**src/design/frt_ram.sv**
```systemverilog
// ----------------------------------------------------------------------------
// frt ram
// single port generic ram with registered read
// ----------------------------------------------------------------------------
module frt_ram #(
  parameter int unsigned Width = 8,
  parameter int unsigned Depth = 256
) (
  input  logic                     clk_i,
  input  logic                     we_i,
  input  logic [$clog2(Depth)-1:0] addr_i,
  input  logic [Width-1:0]         wdata_i,
  output logic [Width-1:0]         rdata_o
);
  logic [Width-1:0] mem_q [Depth];

  always_ff @(posedge clk_i) begin
    if (we_i) begin
      mem_q[addr_i] <= wdata_i;
    end
    rdata_o <= mem_q[addr_i];
  end
endmodule

```
**config.mk**
```make
export PLATFORM = sky130hd
export DESIGN_NAME = frt_ram
export DESIGN_NICKNAME = d
export VERILOG_FILES = /design/src/design/frt_ram.sv
export SDC_FILE = /design/constraint.sdc
export NUM_CORES = 2
export LEC_CHECK = 0
export BUFFER_PORTS_ARGS = -buffer_cell sky130_fd_sc_hd__clkbuf_2
export CAP_MARGIN = 10
export CORE_MARGIN = 2
export CORE_UTILIZATION = 40
export DETAILED_ROUTE_END_ITERATION = 6
export GPL_ROUTABILITY_DRIVEN = 0
export GPL_TIMING_DRIVEN = 0
export PLACE_DENSITY = 0.62
export SYNTH_ARGS = -nofsm -noshare
export SYNTH_HDL_FRONTEND = slang
export SYNTH_SLANG_ARGS = --single-unit
```
**constraint.sdc**
```tcl
create_clock -name clk_i -period 6.6 [get_ports clk_i]
set_clock_uncertainty 0.2 [all_clocks]
set_input_delay 1.32 -clock clk_i [delete_from_list [all_inputs] [get_ports clk_i]]
set_output_delay 1.32 -clock clk_i [all_outputs]
set_load 0.05 [all_outputs]
```
==> results_tabular.tex <==
\begin{tabular}{lr}
\hline
Metric & Value \\
\hline
\multicolumn{2}{l}{\textbf{Outcome}} \\
\quad Result of the run & complete, no violations \\
\multicolumn{2}{l}{\textbf{Logic synthesis}} \\
\quad Commonest cells post-synth & sky130\_fd\_sc\_hd\_\_edfxtp\_1, sky130\_fd\_sc\_hd\_\_mux4\_2, sky130\_fd\_sc\_hd\_\_a22oi\_1 \\
\quad Post-Synthesis Cells & 3,547 \\
\quad Cell area after technology mapping & 0.0785 sq mm \\
\quad Most used flip-flop cell after synthesis & sky130\_fd\_sc\_hd\_\_edfxtp\_1 \\
\quad Net count of the mapped netlist & 3,565 \\
\quad Count of different cell masters after synthesis & 22 \\
\quad Cell types with the largest area share after synthesis & sky130\_fd\_sc\_hd\_\_edfxtp\_1, sky130\_fd\_sc\_hd\_\_mux4\_2, sky130\_fd\_sc\_hd\_\_a22oi\_1 \\
\quad Most frequent cell after synthesis & sky130\_fd\_sc\_hd\_\_edfxtp\_1 \\
\quad Post-synthesis sequential area ratio & 0.786 \\
\quad Post-synthesis cell type with the largest combined area & sky130\_fd\_sc\_hd\_\_edfxtp\_1 \\
\quad EDFF count, synth & 2,048 \\
\quad Count of warnings emitted by yosys & 0 \\
\quad Fraction of registers with async set/reset & 0 \\
\quad Top cell type's share of synthesized area & 0.783 \\
\quad Register bit total from synthesis & 2,056 \\
\quad Avg Synthesized Cell Area & 22.1 sq um \\
\multicolumn{2}{l}{\textbf{Setup path}} \\
\quad Master of the slowest instance on the critical path & sky130\_fd\_sc\_hd\_\_clkbuf\_1 \\
\quad Required time worst endpoint & 6860 ps \\
\quad Cell chain of the critical path & clkbuf\_1 -> nor2\_1 -> clkbuf\_1 -> clkbuf\_1 -> nand3\_1 -> clkbuf\_2 -> nor2\_1 \\
\quad Worst reg2reg setup slack & 2790 ps \\
\quad Data arrival at the endpoint of the critical path & 6530 ps \\
\quad Critical path's largest stage delay & 1120 ps \\
\quad Gate family responsible for the most delay along the worst path & buffers and inverters \\
\quad Category of the worst setup path capture point & flop \\
\quad Setup crit start kind & input pin \\
\quad Most frequent cell on the critical path & sky130\_fd\_sc\_hd\_\_clkbuf\_1 \\
\quad CP bufs+invs & 4 \\
\quad Maximum fanout along the worst path & 10 \\
\quad Type of the worst setup path & input pin to flop \\
\multicolumn{2}{l}{\textbf{Pwr}} \\
\quad Worst vdd ir & 236 uV \\
\quad Pleak & 0.0267 uW \\
\quad Power Density & 302 mW/mm\^{}2 \\
\multicolumn{2}{l}{\textbf{Clock tree}} \\
\quad Clock Sinks & 2,056 \\
\quad Number of setup buffers added after CTS & 0 \\
\quad Deepest level of the CTS H-tree & 4 \\
\quad Clk Latency, worst-skew pair & 850 ps \\
\quad CTS tree & done \\
\quad TritonCTS buffer count & 202 \\
\quad Reg clk slew, reported paths & 60 ps \\
\quad Root Buffer & sky130\_fd\_sc\_hd\_\_clkbuf\_16 \\
\quad \# hold bufs at CTS & 0 \\
\quad Quantity of gates resized following cts & 0 \\
\quad Number of buffers between clock root and the deepest sink & 3 \\
\multicolumn{2}{l}{\textbf{Timing}} \\
\quad Worst Tran Pin Value & 1460 ps \\
\quad Final Hold Viols & 0 \\
\quad Final period utilization & 0.950 \\
\quad Unrepaired setup endpoints after global routing & false \\
\quad Final count of pins violating max slew & 0 \\
\quad Maximum achievable frequency & 160 MHz \\
\quad Final setup TNS & 0 ps \\
\quad Relative slew slack & 0.0269 \\
\quad Minimum clock period after layout & 6270 ps \\
\quad \# setup viols final & 0 \\
\multicolumn{2}{l}{\textbf{Placed design}} \\
\quad Hpwl dp & 137,000 um \\
\quad Placed Area & 0.0825 sq mm \\
\quad Number of placed instances, taps included & 6,223 \\
\quad \# port buffers & 21 \\
\multicolumn{2}{l}{\textbf{Die}} \\
\quad Initial core utilization & 0.403 \\
\quad Die boundary width & 447 um \\
\quad Standard-cell rows & 162 \\
\quad Full die area & 0.200 sq mm \\
\quad Core area & 0.195 sq mm \\
\quad Height of the die & 447 um \\
\quad Number of placed I/O pins & 26 \\
\multicolumn{2}{l}{\textbf{GRT}} \\
\quad Pin count of the biggest net entering global routing & 134 \\
\quad Total routing resource utilization after global routing & 0.211 \\
\quad Number of global-route vias before repair & 38,608 \\
\quad Total congestion overflow after global routing & 0 \\
\quad Wire length of the first global-routing pass & 295,000 um \\
\quad Number of antenna violations at the first check in global routing & 21 \\
\multicolumn{2}{l}{\textbf{Job}} \\
\quad Max-capacitance violation count & 0 \\
\multicolumn{2}{l}{\textbf{Final layout}} \\
\quad Relative area change from synthesis to final layout & 13.2\% \\
\quad Filler cell count & 16,311 \\
\quad Final std cells w/o fill & 6,608 \\
\quad Post-layout nets & 3,829 \\
\quad End-of-flow core utilization & 0.456 \\
\quad Share of post-route cells with drive strength above 1 & 0.234 \\
\quad Post-route cell area & 0.0889 sq mm \\
\multicolumn{2}{l}{\textbf{Drt}} \\
\quad Detailed router's first-iteration violation count & 5,308 \\
\quad Routed vias/inst & 5.88 \\
\quad Post-detailed-route DRC marker count & 0 \\
\quad Detailed Route WL & 211,000 um \\
\quad Total via count after detailed routing & 38,836 \\
\quad Antenna viol nets, final & 0 \\
\quad Drt first pass iters & 6 \\
\quad Wirelength per Cell & 32.0 um \\
\multicolumn{2}{l}{\textbf{Min path}} \\
\quad Worst Hold Class & input pin to flop \\
\hline
\end{tabular}
[cells in the final DEF, fill, tap and decap left out, types with 3 or more instances in the layout]
| master | netlist | final |
|---|---|---|
| sky130_fd_sc_hd__buf_1 | 19 | 19 |
| sky130_fd_sc_hd__dfxtp_1 | 8 | 8 |
| sky130_fd_sc_hd__buf_16 | 0 | 14 |
| sky130_fd_sc_hd__nand2b_1 | 6 | 6 |
| sky130_fd_sc_hd__clkinv_16 | 0 | 3 |
| sky130_fd_sc_hd__buf_2 | 36 | 46 |
| sky130_fd_sc_hd__clkinv_1 | 0 | 59 |
| sky130_fd_sc_hd__a22oi_1 | 256 | 256 |
| sky130_fd_sc_hd__nand4_1 | 8 | 8 |
| sky130_fd_sc_hd__edfxtp_1 | 2048 | 2048 |
| sky130_fd_sc_hd__clkbuf_16 | 0 | 205 |
| sky130_fd_sc_hd__clkinv_8 | 0 | 4 |
| sky130_fd_sc_hd__nor2b_1 | 7 | 7 |
| sky130_fd_sc_hd__bufinv_16 | 0 | 13 |
| sky130_fd_sc_hd__diode_2 | 0 | 5 |
| sky130_fd_sc_hd__nor3_2 | 0 | 3 |
| sky130_fd_sc_hd__nor3_1 | 30 | 27 |
| sky130_fd_sc_hd__clkbuf_8 | 0 | 8 |
| sky130_fd_sc_hd__clkbuf_2 | 0 | 31 |
| sky130_fd_sc_hd__a21oi_1 | 128 | 128 |
| sky130_fd_sc_hd__mux4_2 | 512 | 512 |
| sky130_fd_sc_hd__nand3_1 | 13 | 13 |
| sky130_fd_sc_hd__buf_4 | 16 | 25 |
| sky130_fd_sc_hd__clkinv_2 | 0 | 34 |
| sky130_fd_sc_hd__o41ai_1 | 32 | 32 |
| sky130_fd_sc_hd__nor2_1 | 232 | 232 |
| sky130_fd_sc_hd__and2_1 | 3 | 3 |
| sky130_fd_sc_hd__clkbuf_1 | 145 | 172 |
| sky130_fd_sc_hd__clkinvlp_4 | 0 | 3 |
| sky130_fd_sc_hd__inv_6 | 0 | 5 |
| sky130_fd_sc_hd__clkbuf_4 | 0 | 5 |
| sky130_fd_sc_hd__buf_6 | 16 | 16 |
| sky130_fd_sc_hd__nand2_1 | 28 | 28 |
[metrics by stage]
stage | setup slack (ps) | total power [uW] | hold slack (ps)
after floorplan | 2860 | 15300 | 619
after detailed placement | -318 | 16000 | 744
after global placement | -686 | 16100 | 738
after global routing | 470 | 27500 | 632
after CTS | 577 | 27000 | 604
final | 332 | 26900 | 648
[state kept, by name, indices dropped and copies added, names as in the netlist]
register  count
mem_q      2048
rdata_o       8
[final cells by class]
cell class	instances	area [sq um]	area share
clock inverter	123	1020	0.0115
sequential	2056	61700	0.694
tap	2624	3280	0.0369
antenna	5	12.5	0.000141
clock buffer	249	5300	0.0596
timing repair buffer	60	721	0.00811
inverter	1	3.75	0.0000422
multi-input combinational	1258	15700	0.177
buffer	232	1120	0.0126
[path summary, 6_finish.rpt]
kind	cells past startpoint	start	to
worst max-delay path	7	addr_i[3]	mem_q[240][0]$_DFFE_PP_
worst min-delay path	1	wdata_i[4]	mem_q[152][4]$_DFFE_PP_
worst max register to register	5	mem_q[178][7]$_DFFE_PP_	rdata_o[7]$_DFF_P_
worst min register to register	5	mem_q[14][4]$_DFFE_PP_	rdata_o[4]$_DFF_P_
[cells by family after synthesis]
logic type | Yosys count | share of synthesized area
multiplexers | 512 | 0.147
flip-flops | 2056 | 0.786
AO/OA/AOI/OAI | 416 | 0.0362
buffers and inverters | 233 | 0.0140
AND/OR/NAND/NOR | 330 | 0.0173
[per-layer routing]
layer	vias up	wire length, um	track usage
met1	20854	83000	0.289
met5	-	52	0
met2	1954	99000	0.328
met3	377	21000	0.0539
li1	15643	-	-
met4	8	8420	0.0791
[where the power goes]
part | total (uW) | switching (uW) | internal [uW]
clock network | 11100 | 4920 | 6200
registers | 14400 | 14.0 | 14400
logic | 1350 | 922 | 425
No activity file was read; power rests on OpenSTA's default activity.
